[src/dtw_pkg.sv]
// shared types, constants and the long-year table for the day count to iso week date core
package dtw_pkg;

  // calendar constants
  localparam logic [11:0] BASE_YEAR   = 12'd2000;
  localparam logic [15:0] MAR1_2100   = 16'd36584;  // day count of 1 march 2100
  localparam logic [16:0] CHUNK_DAYS  = 17'd1461;   // days in a four-year chunk
  localparam logic [26:0] CHUNK_RECIP = 27'd717;    // floor(2^20 / 1461)
  localparam int          CHUNK_SHIFT = 20;
  localparam logic [10:0] YEAR1_START = 11'd366;
  localparam logic [10:0] YEAR2_START = 11'd731;
  localparam logic [10:0] YEAR3_START = 11'd1096;
  localparam logic [5:0]  Q_2100      = 6'd25;      // chunk that starts at 2100
  localparam logic [20:0] WEEK_RECIP  = 21'd1171;   // ceil(2^13 / 7)
  localparam int          WEEK_SHIFT  = 13;
  localparam logic [5:0]  WEEKS_LONG  = 6'd53;
  localparam logic [5:0]  WEEKS_SHORT = 6'd52;

  // bit i set when year 1999 + i has 53 iso weeks
  function automatic logic [255:0] long_years_f();
    logic [255:0] tbl;
    int           prev;
    int           cur;
    int           y;
    tbl  = '0;
    prev = 4;  // weekday code of 31 december 1998
    for (int i = 0; i < 256; i++) begin
      y   = 1999 + i;
      cur = prev + 1;
      if (((y & 3) == 0) && (y != 2100) && (y != 2200)) begin
        cur = cur + 1;
      end
      if (cur >= 7) begin
        cur = cur - 7;
      end
      tbl[i] = (cur == 4) || (prev == 3);
      prev   = cur;
    end
    return tbl;
  endfunction

  localparam logic [255:0] LONG_YEARS = long_years_f();

  // day count split into four-year chunks
  typedef struct packed {
    logic        valid;
    logic [5:0]  q;      // chunk index
    logic [10:0] r;      // day within chunk
    logic        late;   // on or after 1 march 2100
    logic [2:0]  wday;
  } split_t;

  typedef struct packed {
    logic        valid;
    logic [11:0] year;
    logic [5:0]  week;
    logic [2:0]  wday;
  } result_t;

endpackage

[src/dtw_split.sv]
// weekday and four-year chunk split of the day count, three register stages
module dtw_split (
  input  logic           clk,
  input  logic           rst,
  input  logic           en,
  input  logic           req_valid,
  input  logic [15:0]    days,
  output dtw_pkg::split_t split
);
  import dtw_pkg::*;

  // stage a: leap fix for 2100 and weekday
  logic        late_c;
  logic [16:0] dadj_c;
  logic [16:0] s_c;
  logic [5:0]  t_c;
  logic [3:0]  u_c;
  logic [2:0]  m_c;

  always_comb begin
    late_c = (days >= MAR1_2100);
    // insert the missing 29 february 2100 so every chunk starts with a leap year
    dadj_c = {1'b0, days} + 17'(late_c);
    s_c    = {1'b0, days} + 17'd5;
    // 8 is 1 mod 7, so sum octal digits
    t_c = 6'(s_c[16:15]);
    for (int i = 0; i < 5; i++) begin
      t_c = t_c + 6'(s_c[3*i +: 3]);
    end
    u_c = 4'(t_c[5:3]) + 4'(t_c[2:0]);
    m_c = (u_c >= 4'd7) ? 3'(u_c - 4'd7) : 3'(u_c);
  end

  logic        a_valid;
  logic [16:0] a_days;
  logic        a_late;
  logic [2:0]  a_wday;

  always_ff @(posedge clk) begin
    if (rst) begin
      a_valid <= 1'b0;
    end else if (en) begin
      a_valid <= req_valid;
    end
    if (en) begin
      a_days <= dadj_c;
      a_late <= late_c;
      a_wday <= m_c + 3'd1;
    end
  end

  // stage b: reciprocal estimate of the chunk index
  logic [26:0] prod_c;
  assign prod_c = 27'(a_days) * CHUNK_RECIP;

  logic        b_valid;
  logic [16:0] b_days;
  logic [5:0]  b_q;
  logic        b_late;
  logic [2:0]  b_wday;

  always_ff @(posedge clk) begin
    if (rst) begin
      b_valid <= 1'b0;
    end else if (en) begin
      b_valid <= a_valid;
    end
    if (en) begin
      b_days <= a_days;
      b_q    <= prod_c[CHUNK_SHIFT +: 6];
      b_late <= a_late;
      b_wday <= a_wday;
    end
  end

  // stage c: remainder, estimate is low by at most one
  logic [16:0] base_c;
  logic [16:0] diff_c;
  logic        corr_c;

  always_comb begin
    base_c = 17'(b_q) * CHUNK_DAYS;
    diff_c = b_days - base_c;
    corr_c = (diff_c >= CHUNK_DAYS);
  end

  always_ff @(posedge clk) begin
    if (rst) begin
      split.valid <= 1'b0;
    end else if (en) begin
      split.valid <= b_valid;
    end
    if (en) begin
      split.q    <= corr_c ? (b_q + 6'd1) : b_q;
      split.r    <= corr_c ? 11'(diff_c - CHUNK_DAYS) : 11'(diff_c);
      split.late <= b_late;
      split.wday <= b_wday;
    end
  end

endmodule

[src/dtw_week.sv]
// year, day of year and iso week from the chunk split, three register stages
module dtw_week (
  input  logic             clk,
  input  logic             rst,
  input  logic             en,
  input  dtw_pkg::split_t  split,
  output dtw_pkg::result_t res
);
  import dtw_pkg::*;

  // stage d: year within chunk and day of year
  logic [1:0]  yr_c;
  logic [10:0] start_c;
  logic [8:0]  doy0_c;
  logic        fix_c;

  always_comb begin
    priority if (split.r < YEAR1_START) begin
      yr_c    = 2'd0;
      start_c = '0;
    end else if (split.r < YEAR2_START) begin
      yr_c    = 2'd1;
      start_c = YEAR1_START;
    end else if (split.r < YEAR3_START) begin
      yr_c    = 2'd2;
      start_c = YEAR2_START;
    end else begin
      yr_c    = 2'd3;
      start_c = YEAR3_START;
    end
    doy0_c = 9'(split.r - start_c);
    // 2100 is common: undo the inserted day past february
    fix_c  = split.late && (split.q == Q_2100) && (yr_c == 2'd0);
  end

  logic       d_valid;
  logic [7:0] d_off;
  logic [8:0] d_doy;
  logic [2:0] d_wday;

  always_ff @(posedge clk) begin
    if (rst) begin
      d_valid <= 1'b0;
    end else if (en) begin
      d_valid <= split.valid;
    end
    if (en) begin
      d_off  <= {split.q, 2'b00} + 8'(yr_c);
      d_doy  <= doy0_c + 9'd1 - 9'(fix_c);
      d_wday <= split.wday;
    end
  end

  // stage e: raw week number, (doy + 10 - wday) / 7
  logic [9:0]  x_c;
  logic [20:0] wprod_c;

  always_comb begin
    x_c     = 10'(d_doy) + 10'd10 - 10'(d_wday);
    wprod_c = 21'(x_c) * WEEK_RECIP;
  end

  logic       e_valid;
  logic [7:0] e_off;
  logic [5:0] e_wk;
  logic [2:0] e_wday;

  always_ff @(posedge clk) begin
    if (rst) begin
      e_valid <= 1'b0;
    end else if (en) begin
      e_valid <= d_valid;
    end
    if (en) begin
      e_off  <= d_off;
      e_wk   <= wprod_c[WEEK_SHIFT +: 6];
      e_wday <= d_wday;
    end
  end

  // stage f: move to previous or next iso year where needed
  logic [7:0]  cur_idx_c;
  logic [5:0]  prev_weeks_c;
  logic [5:0]  cur_weeks_c;
  logic [11:0] year_c;
  logic [5:0]  week_c;

  always_comb begin
    cur_idx_c    = e_off + 8'd1;
    prev_weeks_c = LONG_YEARS[e_off] ? WEEKS_LONG : WEEKS_SHORT;
    cur_weeks_c  = LONG_YEARS[cur_idx_c] ? WEEKS_LONG : WEEKS_SHORT;
    priority if (e_wk == 6'd0) begin
      year_c = BASE_YEAR + 12'(e_off) - 12'd1;
      week_c = prev_weeks_c;
    end else if (e_wk > cur_weeks_c) begin
      year_c = BASE_YEAR + 12'(e_off) + 12'd1;
      week_c = 6'd1;
    end else begin
      year_c = BASE_YEAR + 12'(e_off);
      week_c = e_wk;
    end
  end

  always_ff @(posedge clk) begin
    if (rst) begin
      res.valid <= 1'b0;
    end else if (en) begin
      res.valid <= e_valid;
    end
    if (en) begin
      res.year <= year_c;
      res.week <= week_c;
      res.wday <= e_wday;
    end
  end

endmodule

[src/day_count_to_iso_week_date_core.sv]
// top level of the day count to iso week date core
// Converts a count of days since 1 January 2000 (a Saturday) into the ISO 8601
// week date: week-numbering year, week 1 to 53 and weekday 1 (Monday) to 7.
// The Gregorian calendar is followed with 2100 as a common year; every 16-bit
// day count is accepted. The core is a six-stage pipeline: a transaction can be
// accepted every cycle unless the pipeline holds. Throughput is one transaction
// per cycle, set by the single shared pipeline enable; when the result side
// stalls with a result waiting, the whole pipeline holds and req_stall rises.
// The stages are weekday and 2100 fix, chunk index multiply, chunk remainder,
// year and day of year, week multiply, and year rollover.
module day_count_to_iso_week_date_core (
  input  logic        clk,
  input  logic        rst,
  input  logic        req_valid,
  output logic        req_stall,
  input  logic [15:0] days_since_2000,
  output logic        rsp_valid,
  input  logic        rsp_stall,
  output logic [11:0] iso_year,
  output logic [5:0]  iso_week,
  output logic [2:0]  iso_weekday
);
  import dtw_pkg::*;

  logic    en;
  split_t  split;
  result_t res;

  // pipeline advances unless a finished result is held by the consumer
  assign en        = !(res.valid && rsp_stall);
  assign req_stall = !en;

  dtw_split u_split (
    .clk       (clk),
    .rst       (rst),
    .en        (en),
    .req_valid (req_valid),
    .days      (days_since_2000),
    .split     (split)
  );

  dtw_week u_week (
    .clk   (clk),
    .rst   (rst),
    .en    (en),
    .split (split),
    .res   (res)
  );

  assign rsp_valid   = res.valid;
  assign iso_year    = res.year;
  assign iso_week    = res.week;
  assign iso_weekday = res.wday;

endmodule

[config.mk]
export PLATFORM = sky130hd
export DESIGN_NAME = day_count_to_iso_week_date_core
export DESIGN_NICKNAME = d
export VERILOG_FILES = /design/src/dtw_pkg.sv /design/src/dtw_split.sv /design/src/dtw_week.sv /design/src/day_count_to_iso_week_date_core.sv
export SDC_FILE = /design/constraint.sdc
export NUM_CORES = 1
export LEC_CHECK = 0
export ABC_AREA = 1
export CORE_MARGIN = 2
export CORE_UTILIZATION = 60
export DETAILED_ROUTE_END_ITERATION = 16
export DONT_BUFFER_PORTS = 1
export PLACE_DENSITY = 0.79
export SYNTH_ARGS = -nofsm -noshare
export SYNTH_HDL_FRONTEND = slang
export SYNTH_SLANG_ARGS = --single-unit
[constraint.sdc]
create_clock -name clk -period 6.1 [get_ports clk]
set_input_delay 0.305 -clock clk [delete_from_list [all_inputs] [get_ports clk]]
set_output_delay 0.305 -clock clk [all_outputs]
set_load 0.02 [all_outputs]
# [Yosys cells after proc, flatten, opt, wreduce, memory -nomap -nowiden]
# Memories as Yosys holds them, arrays and structs flattened. A register that Yosys moved wholly into a read port is not among the register bits.
# Cells that the tools add are included.
[totals] ff_bits=133 rom_bits=512 inputBits=20 output_inout_bits=23 wordCells=87 n_memories=2
[mem_list] memory="(name not given)" depth=256 width=1 rd=1 rd_clocked_by_memory_dff=1 write_ports=0 line_no="dtw_week.sv:90" rtl="prev_weeks_c = LONG_YEARS[e_off] ? WEEKS_LONG : WEEKS_SHORT;"
[mem_list] memory="(name not given)" depth=256 width=1 rd=1 rd_clocked_by_memory_dff=0 write_ports=0 line_no="dtw_week.sv:91" rtl="cur_weeks_c = LONG_YEARS[cur_idx_c] ? WEEKS_LONG : WEEKS_SHORT;"
[op_classes] n_addsub=23 n_mul=3 magnitude_cmp=9 n_eq_ne=1 mux=18 n_reduce_logical=5
[ops] operator="17-bit by 10-bit multiplier with 26-bit output (second input constant)" n=1
[ops] operator="6-bit by 3-bit adder with 6-bit output" n=4
[ops] operator="12-bit two-way mux" n=2
[ops] operator="10-bit by 11-bit multiplier with 19-bit output (second input constant)" n=1
[ops] operator="8-bit by 9-bit less-than comparator with 1-bit output (second input constant)" n=2
[ops] operator="6-bit two-way mux" n=3
[ops] operator="9-bit two-way mux" n=2
[ops] operator="16-bit by 1-bit adder with 17-bit output" n=1
[ops] operator="16-bit by 3-bit adder with 17-bit output (second input constant)" n=1
[ops] operator="17-bit by 11-bit >= comparator with 1-bit output (second input constant)" n=1
[ops] operator="6-bit by 11-bit multiplier with 17-bit output (second input constant)" n=1
[ops] operator="17-bit subtractor" n=1
[ops] operator="16-bit >= comparator (second input constant)" n=1
[ops] operator="8-bit two-way mux" n=2
[ops] operator="11-bit by 8-bit adder with 12-bit output (first input constant)" n=1
[ops] operator="12-bit by 1-bit adder with 12-bit output (second input constant)" n=1
[ops] operator="12-bit by 1-bit subtractor with 12-bit output (second input constant)" n=1
[ops] operator="11-bit by 10-bit less-than comparator with 1-bit output (second input constant)" n=1
[ops] operator="11-bit less-than comparator (second input constant)" n=1
[ops] operator="11-bit by 9-bit less-than comparator with 1-bit output (second input constant)" n=1
[ops] operator="11-bit two-way mux" n=1
[ops] operator="11-bit subtractor (second input constant)" n=1
[ops] operator="9-bit by 4-bit adder with 10-bit output (second input constant)" n=1
[ops] operator="10-bit by 3-bit subtractor with 10-bit output" n=1
[ops] operator="19 further kinds" n=26

# [Longest topological paths before layout]
# Gate-level depths: netlist of the first run.
[depth] word_depth=10 depth_mapped=30 mapped_depth_nobuf=30

# [By module]
# From an unflattened synthesis of the first run, not the netlist that was laid out.
[hier_totals] hier_cells=1773 area_unflattened_um2=15240.9
[by_module_without_submodules] module="dtw_split" n_inst=1 cells_each=1028 area_each_um2=9171.3 seq_area_each_um2=2132.0
[by_module_without_submodules] module="dtw_week" n_inst=1 cells_each=743 area_each_um2=6059.6 seq_area_each_um2=1821.7
[by_module_without_submodules] module="day_count_to_iso_week_date_core" n_inst=1 cells_each=2 area_each_um2=10.0 seq_area_each_um2=0.0

# [Least setup slack after synthesis of the first run]
# No wires, ideal clock.
[synth_path] kind="input -> register" startpoint="input days_since_2000[0]" endpoint="register u_split.a_wday[2], data pin" arrival_ns=5.804 required_time_ns=5.841 setup_slack_ns=0.037 stages=24 n_path_buf=0 cell_sequence="ha_1 o21ai_0 nor2_1 nand2_1 nor2_1 inv_1 nor3_1 inv_1 fa_1 fa_1 fa_1 fa_1 inv_1 ha_1 fa_1 xor2_1 ha_1 fa_1 ha_1 nand2_1 nand2_1 mux2_2 ha_1 xnor2_1"
[synth_between] elab_chain_len=10
[synth_rtl] element="from (decl)" line_no="day_count_to_iso_week_date_core.sv:16" rtl="input logic [15:0] days_since_2000,"
[synth_rtl] element="16-bit by 3-bit adder with 17-bit output *" line_no="dtw_split.sv:24" rtl="s_c = {1'b0, days} + 17'd5;"
[synth_rtl] element="2-bit by 3-bit adder with 4-bit output" line_no="dtw_split.sv:28" rtl="t_c = t_c + 6'(s_c[3*i +: 3]);"
[synth_rtl] element="6-bit by 3-bit adder with 6-bit output (3 in a row)" line_no="dtw_split.sv:28"
[synth_rtl] element="6-bit by 3-bit adder with 6-bit output *" line_no="dtw_split.sv:28"
[synth_rtl] element="3-bit by 3-bit adder with 4-bit output *" line_no="dtw_split.sv:30" rtl="u_c = 4'(t_c[5:3]) + 4'(t_c[2:0]);"
[synth_rtl] element="4-bit by 3-bit >= comparator with 1-bit output or 3-bit subtractor (tied branches)" line_no="dtw_split.sv:31" rtl="m_c = (u_c >= 4'd7) ? 3'(u_c - 4'd7) : 3'(u_c);"
[synth_rtl] element="3-bit two-way mux *" line_no="dtw_split.sv:31"
[synth_rtl] element="3-bit by 1-bit adder with 3-bit output *" line_no="dtw_split.sv:48" rtl="a_wday <= m_c + 3'd1;"
[synth_rtl] element="to (signal assigned)" line_no="dtw_split.sv:48"
[synth_rtl] element="to (decl)" line_no="dtw_split.sv:37" rtl="logic [2:0] a_wday;"
# Every way passes the cells marked *; elsewhere a longest branch is shown, timed or not.
# A chain may end at the register's enable or synchronous reset.

# [Final worst setup path of the first run]
# Ends and elaborated chain as after synthesis.

==> flow_metrics.py, run 1 <==
metrics = {
    "sta": {
        "rsz0062_at_grt": "false",
        "maxSlewHeadroom": 0.358,
        "finalCriticalPeriod_ns": 5.83,
        "finalHoldViolCount": 0,
        "worst_pin_slew_ns": 0.963,
        "fin_crit_sh": 0.956,
        "slew_viol_final": 0,
        "fmax_mhz": 172,
        "setup_viol": 0,
        "clock_skew_ns": 0.0165,
    },
    "synthesis": {
        "syn-cell-area_um2": 14900,
        "synth_top_area_frac": 0.255,
        "syn_inst": 1719,
        "synth_top_flop_cell": "edfxtp_1",
        "synth_edf_count": 127,
        "synth_nets": 2104,
        "ys_seq_area_frac": 0.265,
        "synth_area_leaders": "edfxtp_1 (26%), ha_1 (22%), fa_1 (14%), inv_1 (9.6%), nand2_1 (8.3%)",
        "ys_ff_latch": 134,
        "async_reset_ff_frac": 0,
        "yosysTopAreaCell": "edfxtp_1",
        "yosysUniqueCellTypes": 45,
        "ys.warnings.count": 0,
        "syn_area_per_cell_um2": 8.69,
    },
    "floorplanning": {
        "rows": 57,
        "io_pins": 43,
        "fp.dieW_um": 162,
        "die_y_um": 162,
        "dieArea_um2": 26200,
        "start_util": 0.613,
        "core_area_um2": 24400,
    },
    "layout": {
        "layout-drive-gt1-share": 0.0398,
        "final_area_um2": 16000,
        "utilization": 0.656,
        "areaGrowthSynthToFinish_pct": 7.16,
        "fillers": 1815,
        "diodes": 0,
        "final_nets": 2129,
    },
    "grt": {
        "grt_max_degree": 81,
        "antenna_found_initial": 0,
        "overflow": 0,
        "grt_pass1_wl_um": 51600,
        "grt_use_total": 0.241,
        "grt_pass1_vias": 11400,
    },
    "setup_path": {
        "timing.rr.start": "u_week.d_wday[1]",
        "max_stage_delay_ns": 0.57,
        "cpMostUsedCell": "fa_1",
        "worstRegToRegCells": 27,
        "worst_setup_path_end_kind": "register",
        "critPathKind": "primary input to register",
        "worst-path-buf-inv": 3,
        "critPathSlowestCell": "fa_1",
        "r2r_end": "u_week.e_wk[4]",
        "worstSetupStartpointType": "primary input",
        "crit_required_ns": 6.26,
        "worst-path-stages": 24,
        "cp_cell_sequence": "ha_1, o21ai_1, nor2_1, nand2_1, nor2_2, inv_1, nor3_2, inv_1, fa_1, xnor2_2, fa_1, fa_1, fa_1, inv_1, fa_1, xor2_1, ha_1, fa_1, ha_1, nand2_1, nand2_1, mux2_2, ha_1, xnor2_1",
        "critPathTopFamily": "adder cells",
        "cp_data_arrival_time_ns": 5.99,
        "cp_max_fo": 4,
        "reg2reg_slack_ns": 0.36,
    },
    "detailed_routing": {
        "drt_wl_total_um": 29700,
        "drt_drc_violations_left": 0,
        "drt_iter0_markers": 674,
        "wl_per_cell_um": 14.3,
        "detail-route-antenna-nets": 0,
        "via_per_inst": 5.36,
        "dr.pass1.iters": 5,
        "via_count": 11100,
    },
    "placed_design": {
        "dpl-instance-area_um2": 15400,
        "numPortBuffers": 0,
        "dpl.hpwl_um": 23800,
        "gp_congestion": 0.925,
    },
    "outcome": {
        "status": "finished, final reports clean",
    },
    "hold_path": {
        "hold_path.class": "primary input to register",
        "min_delay_path_depth": 2,
        "min-delay-start": "req_valid",
        "worstHoldEndpoint": "u_split.a_valid",
    },
    "clocking": {
        "numCtsBuffers": 17,
        "clkLatencyLatePin_ns": 0.42,
        "htree_levels": 4,
        "cts.sinks": 134,
        "clockRootBuffer": "clkbuf_16",
        "clk_path_buf_depth": 2,
        "cts_tree": "done",
        "clkTransAtPathRegs_ns": 0.06,
    },
    "job": {
        "drv_cap": 0,
    },
}
[registers in the layout, summed over array words and instances, names as in the netlist, 3 cells and up]
signal and count:
u_week.d_doy 9, u_week.e_off 8, u_week.e_wk 6, u_week.d_wday 3
u_split.b_q 6, u_week.res 22, u_split.a_wday 3, u_split.a_days 17
u_split.b_days 17, u_week.e_wday 3, u_split.split 22, u_split.b_wday 3
u_week.d_off 8
[synthesized netlist by cell type (2+ instances only)]
cell,n
xnor2_1,26
edfxtp_1,127
nor2_2,3
buf_2,2
xor2_1,67
o221ai_1,2
or2_2,2
o31ai_1,2
nand4_1,10
dfxtp_1,7
a211oi_1,3
a21o_1,8
buf_6,2
clkbuf_1,3
a21oi_1,58
nor3_1,16
o21bai_1,3
nor2_1,82
nand3_1,102
and2_1,3
inv_1,384
nand3b_1,7
nand2_1,332
nand2_2,9
o21ai_0,54
o211ai_1,9
fa_1,101
nor4_1,9
ha_1,264
a31oi_1,7
[cell usage in the layout, fill, tap and decap left out, types with 4 or more instances in the layout]
master / Yosys / routed
nand3b_1: 7 / 7
inv_1: 384 / 384
clkbuf_8: 0 / 4
fa_1: 101 / 101
nand4_1: 10 / 10
o211ai_1: 9 / 9
o21ai_0: 54 / 52
nor2_1: 82 / 81
a31oi_1: 7 / 6
nor3_1: 16 / 14
nor2_2: 3 / 4
nand3_1: 102 / 101
clkbuf_1: 3 / 5
buf_4: 1 / 13
nor4_1: 9 / 9
xnor2_1: 26 / 25
nand2_2: 9 / 9
a21oi_1: 58 / 57
clkbuf_16: 0 / 17
nand2_1: 332 / 331
edfxtp_1: 127 / 127
dfxtp_1: 7 / 7
a21o_1: 8 / 8
xor2_1: 67 / 66
ha_1: 264 / 264
[cells by family after synthesis]
| group | after synthesis | share of synthesized area |
|---|---|---|
| AO/OA/AOI/OAI | 154 | 0.0583 |
| XOR/XNOR | 93 | 0.0545 |
| adder cells (fa/ha/maj) | 365 | 0.356 |
| buffers and inverters | 393 | 0.100 |
| flip-flops | 134 | 0.265 |
| multiplexers | 1 | 0.000754 |
| AND/OR/NAND/NOR | 579 | 0.165 |
[worst max-delay path by stage]
stage | from | endpoint
floorplan | days_since_2000[0] | u_split.a_wday[2]
global placement | days_since_2000[0] | u_split.a_wday[2]
detailed placement | days_since_2000[0] | u_split.a_wday[2]
CTS | u_week.d_wday[1] | u_week.e_wk[5]
global route | u_week.d_wday[1] | u_week.e_wk[5]
finish | days_since_2000[0] | u_split.a_wday[2]
[per-stage QoR]
stage / std cells / setup WS, ns / setup TNS, ns / hold slack [ns]
global placement: 2048 / 0.00387 / 0 / 0.375
detailed placement: 2048 / -0.197 / -0.344 / 0.378
CTS: 2081 / 0.159 / 0 / 0.0244
global route: 2081 / 0.0199 / 0 / 0.0277
finish: 2081 / 0.270 / 0 / 0.0391
floorplan: 1719 / 0.0371 / 0 / 0.374
[what timing repair did]
action | 4_1_cts | 5_1_grt
resized for setup | 0 | 12
hold buffers | 1 | 0
endpoints found under the setup margin | 0 | 6
setup buffers | 0 | 0
hold endpoints to repair | 6 | 0
[layout make-up]
type / count / area [um2] / area share
repair buffers: 14 / 108 / 0.00672
multi-input cells: 1192 / 9550 / 0.597
well taps: 324 / 405 / 0.0253
clock buffers: 26 / 499 / 0.0312
clock inverters: 6 / 46.3 / 0.00289
flip-flops and latches: 134 / 3950 / 0.247
inverters: 385 / 1450 / 0.0903
[layer usage]
layer / track usage / vias up / wire (um)
li1: - / 5584 / -
met1: 0.283 / 5240 / 12300
met2: 0.454 / 261 / 15800
met3: 0.0332 / 61 / 948
met4: 0.0712 / 0 / 744
met5: 0 / - / 0
Power of run 1 is left out: the tool's default activity adds up to more than one toggle a clock period on the data nets, which glitch-free logic cannot reach.
==> inputs of run 2 (changes only) <==
--- a/config.mk
+++ b/config.mk
@@ -6,11 +6,12 @@
 export NUM_CORES = 1
 export LEC_CHECK = 0
 export ABC_AREA = 1
-export CORE_MARGIN = 2
 export CORE_UTILIZATION = 60
 export DETAILED_ROUTE_END_ITERATION = 16
 export DONT_BUFFER_PORTS = 1
 export PLACE_DENSITY = 0.79
+export RECOVER_POWER = 100
+export REMOVE_ABC_BUFFERS = 1
 export SYNTH_ARGS = -nofsm -noshare
 export SYNTH_HDL_FRONTEND = slang
 export SYNTH_SLANG_ARGS = --single-unit
==> run 2 against run 1 <==
- the flow now finishes with violations (capacitance limit, slew limit)
- clock skew down 0.0056 ns
- critical path depth up 3
- worst setup slack worse by 0.050 ns
- flip-flop and latch count unchanged
- die area shrank 2.5%
- non-clock buffer count grew 1
- routed wire length shrank 2.2%
- first-iteration DRC count shrank 17%
- fmax is 0.86% lower
- sequential share of layout area up 0.056 points
- global-route usage is essentially flat
- clock-buffer cell count is 8 lower
==> flow_metrics.py, run 2 (synthesis gave the netlist of run 1 again) <==
metrics = {
    "setup_path": {
        "worstRegToRegCells": 27,
        "reg2reg_slack_ns": 0.22,
        "worstSetupStartpointType": "register",
        "crit_required_ns": 6.26,
        "worst_setup_path_end_kind": "register",
        "cp_max_fo": 3,
        "timing.rr.start": "u_week.d_wday[1]",
        "cp_data_arrival_time_ns": 6.04,
        "r2r_end": "u_week.e_wk[4]",
        "critPathKind": "register to register",
    },
    "sta": {
        "fin_crit_sh": 0.964,
        "worst_pin_slew_ns": 2.28,
        "maxSlewHeadroom": -0.523,
        "clock_skew_ns": 0.0109,
        "finalCriticalPeriod_ns": 5.88,
        "setup_viol": 0,
        "fin_hold_ws_ns": 0.0288,
        "finalHoldViolCount": 0,
        "fmax_mhz": 170,
        "tns_ns": 0,
        "worst_slack_ns": 0.220,
        "slew_viol_final": 152,
    },
    "grt": {
        "antenna_found_initial": 0,
        "overflow": 0,
        "grt_use_total": 0.241,
        "grt_max_degree": 88,
        "grt_pass1_vias": 11200,
        "grt_pass1_wl_um": 49900,
    },
    "floorplanning": {
        "core_area_um2": 24400,
        "die_y_um": 160,
        "dieArea_um2": 25500,
        "start_util": 0.613,
        "fp.dieW_um": 160,
        "io_pins": 43,
        "rows": 57,
    },
    "outcome": {
        "status": "complete, but fails checks",
        "violations": "capacitance limit, slew limit",
    },
    "detailed_routing": {
        "drt_iter0_markers": 562,
        "drt_wl_total_um": 29100,
        "wl_per_cell_um": 14.0,
        "detail-route-antenna-nets": 0,
        "drt_drc_violations_left": 0,
        "via_per_inst": 5.33,
        "dr.pass1.iters": 5,
        "via_count": 11100,
    },
    "clocking": {
        "clockRootBuffer": "clkbuf_16",
        "numCtsBuffers": 17,
        "cts_tree": "done",
        "clkTransAtPathRegs_ns": 0.06,
        "clkLatencyLatePin_ns": 0.42,
        "cts.sinks": 134,
        "htree_levels": 4,
        "clk_path_buf_depth": 2,
    },
    "layout": {
        "utilization": 0.655,
        "largestRegisters": "u_split.split x22, u_week.res x22",
        "final_nets": 2130,
        "fillers": 1897,
        "regArea_um2": 3950,
        "final_cell_mix": "inv_1 (384), nand2_1 (333), ha_1 (264), edfxtp_1 (127), nand3_1 (102)",
        "multi_input_area_um2": 9490,
        "layout-drive-gt1-share": 0.0370,
        "areaGrowthSynthToFinish_pct": 6.92,
        "diodes": 0,
        "final_common_cell": "inv_1",
    },
    "placed_design": {
        "dp_slack_ns": -0.147,
        "numPortBuffers": 0,
        "dpl.hpwl_um": 24000,
        "gp_congestion": 0.899,
    },
    "hold_path": {
        "worstHoldEndpoint": "u_split.a_valid",
        "min_delay_path_depth": 2,
        "hold_path.class": "primary input to register",
        "min-delay-start": "req_valid",
    },
    "job": {
        "drv_cap": 2,
    },
}
==> run 2: cell types whose count changed in the layout (fill, tap and decap cells not counted), sizes merged <==
cell	previous run	this run
buf	13	12
bufinv	0	1
clkbuf	26	20
clkinv	4	6
inv	385	390
==> run 2: final cells by class <==
| type | count | area share |
|---|---|---|
| clock buffer | 18 | 0.0269 |
| tap | 324 | 0.0254 |
| inverter | 385 | 0.0905 |
| clock inverter | 14 | 0.00885 |
| sequential | 134 | 0.247 |
| multi-input combinational | 1192 | 0.594 |
| timing repair buffer | 15 | 0.00681 |
==> run 2: timing repair <==
action                     in CTS  in global routing
buffers inserted                0                  3
setup endpoints to repair       0                  6
gates resized for setup         0                  7
hold buffers                    1                  0
hold endpoints to repair        6                  0
==> run 2: worst max path at each step <==
stage / from / cells after the start / to
final: u_week.d_wday[1] / 27 / u_week.e_wk[4]
after global routing: u_week.d_wday[1] / 27 / u_week.e_wk[4]
after CTS: u_week.d_wday[1] / 29 / u_week.e_wk[5]
after detailed placement: days_since_2000[0] / 24 / u_split.a_wday[2]
after global placement: days_since_2000[0] / 24 / u_split.a_wday[2]
after floorplan: days_since_2000[0] / 24 / u_split.a_wday[2]
==> run 2: critical path: stages (launching register included) <==
cell and delay (ns):
edfxtp_1 0.39, ha_1 0.31, inv_1 0.06, ha_1 0.16, inv_1 0.06, fa_1 0.41, o21ai_2 0.18, nand3_1 0.08
nand2_1 0.10, a21o_1 0.12, a21oi_1 0.07, xor2_1 0.20, ha_1 0.30, inv_1 0.05, fa_1 0.39, inv_1 0.08
fa_1 0.41, ha_1 0.29, inv_1 0.05, fa_1 0.53, inv_1 0.04, ha_1 0.32, a21oi_1 0.19, o21a_1 0.15
nand3_1 0.16, a31oi_2 0.24, o21ai_1 0.13, xor2_1 0.16
==> run 2: through the flow <==
stage | instance area [um2] | std cells
after CTS | 16000 | 2079
after global placement | 15400 | 2046
after detailed placement | 15400 | 2046
after floorplan | 14900 | 1711
after global routing | 16000 | 2082
final | 16000 | 2082
==> run 2: per-layer routing <==
layer	global-route usage	wire length (um)
met2	0.456	15500
met5	0	0
met3	0.0369	806
met1	0.278	12200
met4	0.0714	548
Power of run 2 is left out for the same reason.
==> inputs of run 3 (changes only) <==
--- a/config.mk
+++ b/config.mk
@@ -6,10 +6,13 @@
 export NUM_CORES = 1
 export LEC_CHECK = 0
 export ABC_AREA = 1
-export CORE_UTILIZATION = 60
+export CELL_PAD_IN_SITES_DETAIL_PLACEMENT = 1
+export CELL_PAD_IN_SITES_GLOBAL_PLACEMENT = 1
+export CORE_MARGIN = 4
+export CORE_UTILIZATION = 46
 export DETAILED_ROUTE_END_ITERATION = 16
 export DONT_BUFFER_PORTS = 1
-export PLACE_DENSITY = 0.79
+export PLACE_DENSITY_LB_ADDON = 0.1
 export RECOVER_POWER = 100
 export REMOVE_ABC_BUFFERS = 1
 export SYNTH_ARGS = -nofsm -noshare
==> run 3 against run 2 <==
- the flow still finishes with violations (capacitance limit, slew limit)
- fmax is 1.0% higher
- hold slack lost 0.0097 ns
- critical path depth down 2
- routed wire length increased by 22%
==> flow_metrics.py, run 3 (synthesis gave the netlist of run 1 again) <==
metrics = {
    "placed_design": {
        "gp_congestion": 0.865,
        "numPortBuffers": 0,
        "dpl.hpwl_um": 29300,
        "dp_slack_ns": -0.299,
    },
    "layout": {
        "utilization": 0.510,
        "largestRegisters": "u_split.split x22, u_week.res x22",
        "diodes": 0,
        "fillers": 3775,
        "layout-drive-gt1-share": 0.0482,
        "areaGrowthSynthToFinish_pct": 8.62,
        "final_nets": 2135,
        "final_cell_mix": "inv_1 (384), nand2_1 (331), ha_1 (261), edfxtp_1 (127), nand3_1 (101)",
        "final_common_cell": "inv_1",
    },
    "setup_path": {
        "worst_setup_path_end_kind": "register",
        "critPathTopFamily": "adder cells",
        "max_stage_delay_ns": 0.58,
        "worst-path-buf-inv": 4,
        "reg2reg_slack_ns": 0.33,
        "cpMostUsedCell": "fa_1",
        "worstSetupStartpointType": "primary input",
        "critPathSlowestCell": "fa_1",
        "critPathKind": "primary input to register",
        "cp_data_arrival_time_ns": 6.01,
        "crit_required_ns": 6.29,
        "cp_max_fo": 4,
    },
    "clocking": {
        "clk_path_buf_depth": 2,
        "cts_tree": "done",
        "numCtsBuffers": 17,
        "clkLatencyLatePin_ns": 0.43,
        "htree_levels": 4,
        "clkTransAtPathRegs_ns": 0.07,
        "cts.sinks": 134,
        "clockRootBuffer": "clkbuf_16",
    },
    "sta": {
        "worst_slack_ns": 0.278,
        "slew_viol_final": 152,
        "setup_viol": 0,
        "worst_pin_slew_ns": 2.53,
        "finalCriticalPeriod_ns": 5.82,
        "fin_crit_sh": 0.954,
        "fin_hold_ws_ns": 0.0191,
        "finalHoldViolCount": 0,
        "maxSlewHeadroom": -0.690,
        "clock_skew_ns": 0.0125,
        "fmax_mhz": 172,
    },
    "detailed_routing": {
        "dr.pass1.iters": 4,
        "wl_per_cell_um": 16.1,
        "via_per_inst": 5.13,
        "drt_drc_violations_left": 0,
        "detail-route-antenna-nets": 0,
        "drt_wl_total_um": 35400,
        "drt_iter0_markers": 447,
        "via_count": 11300,
    },
    "floorplanning": {
        "dieArea_um2": 35400,
        "core_area_um2": 31800,
        "io_pins": 43,
        "start_util": 0.470,
        "rows": 65,
        "fp.dieW_um": 188,
        "die_y_um": 188,
    },
    "grt": {
        "overflow": 0,
        "grt_max_degree": 85,
        "antenna_found_initial": 0,
        "grt_use_total": 0.205,
        "grt_pass1_vias": 12100,
        "grt_pass1_wl_um": 59100,
    },
    "outcome": {
        "violations": "capacitance limit, slew limit",
        "status": "complete, but fails checks",
    },
    "job": {
        "drv_cap": 2,
    },
    "hold_path": {
        "hold_path.class": "primary input to register",
    },
}
==> run 3: worst register-to-register path: cells and delay by family, from the launching register on <==
family	cells	cell delay, ns
adder cells (fa/ha/maj)	9	3.04
AO/OA/AOI/OAI	6	0.91
AND/OR/NAND/NOR	8	0.61
flip-flops	1	0.40
buffers and inverters	5	0.33
XOR/XNOR	1	0.26
==> run 3: path summary, 6_finish.rpt <==
check,start,cells past startpoint,endpoint
max,days_since_2000[0],25,u_split.a_wday[2]
min,req_valid,2,u_split.a_valid
min reg2reg,u_week.e_wday[2],0,u_week.res[2]
max reg2reg,u_week.d_wday[1],29,u_week.e_wk[5]
==> run 3: per-layer routing <==
metal | track usage | wire [um] | up-vias
met5 | 0 | 0 | -
met4 | 0.0488 | 540 | 0
met3 | 0.0285 | 656 | 33
met2 | 0.384 | 18900 | 102
met1 | 0.247 | 15300 | 5550
li1 | - | - | 5589
==> run 3: final cells by class <==
| class | instances | area (um2) | share of cell area |
|---|---|---|---|
| Timing Repair Buffer | 20 | 146 | 0.00902 |
| Tap cell | 435 | 544 | 0.0335 |
| Clock buffer | 19 | 433 | 0.0267 |
| Inverter | 385 | 1450 | 0.0890 |
| Sequential cell | 134 | 3950 | 0.244 |
| Multi-Input combinational cell | 1192 | 9560 | 0.589 |
| Clock inverter | 13 | 146 | 0.00902 |
==> run 3: metrics by stage <==
| stage | setup TNS, ns | cell area, um2 | cells |
|---|---|---|---|
| 2_1_floorplan | 0 | 14900 | 1711 |
| 3_3_place_gp | -0.221 | 15600 | 2162 |
| 3_5_place_dp | -0.783 | 15600 | 2162 |
| 4_1_cts | 0 | 16200 | 2195 |
| 5_1_grt | -0.0470 | 16200 | 2198 |
| 6_report | 0 | 16200 | 2198 |
==> run 3: timing repair <==
item                                   4_1_cts  5_1_grt
buffers inserted                             0        3
resized for setup                            2       21
endpoints found under the hold margin        6        0
hold buffers                                 1        0
pin swaps                                    0        9
setup endpoints to repair                    3        7
Power of run 3 is left out for the same reason.
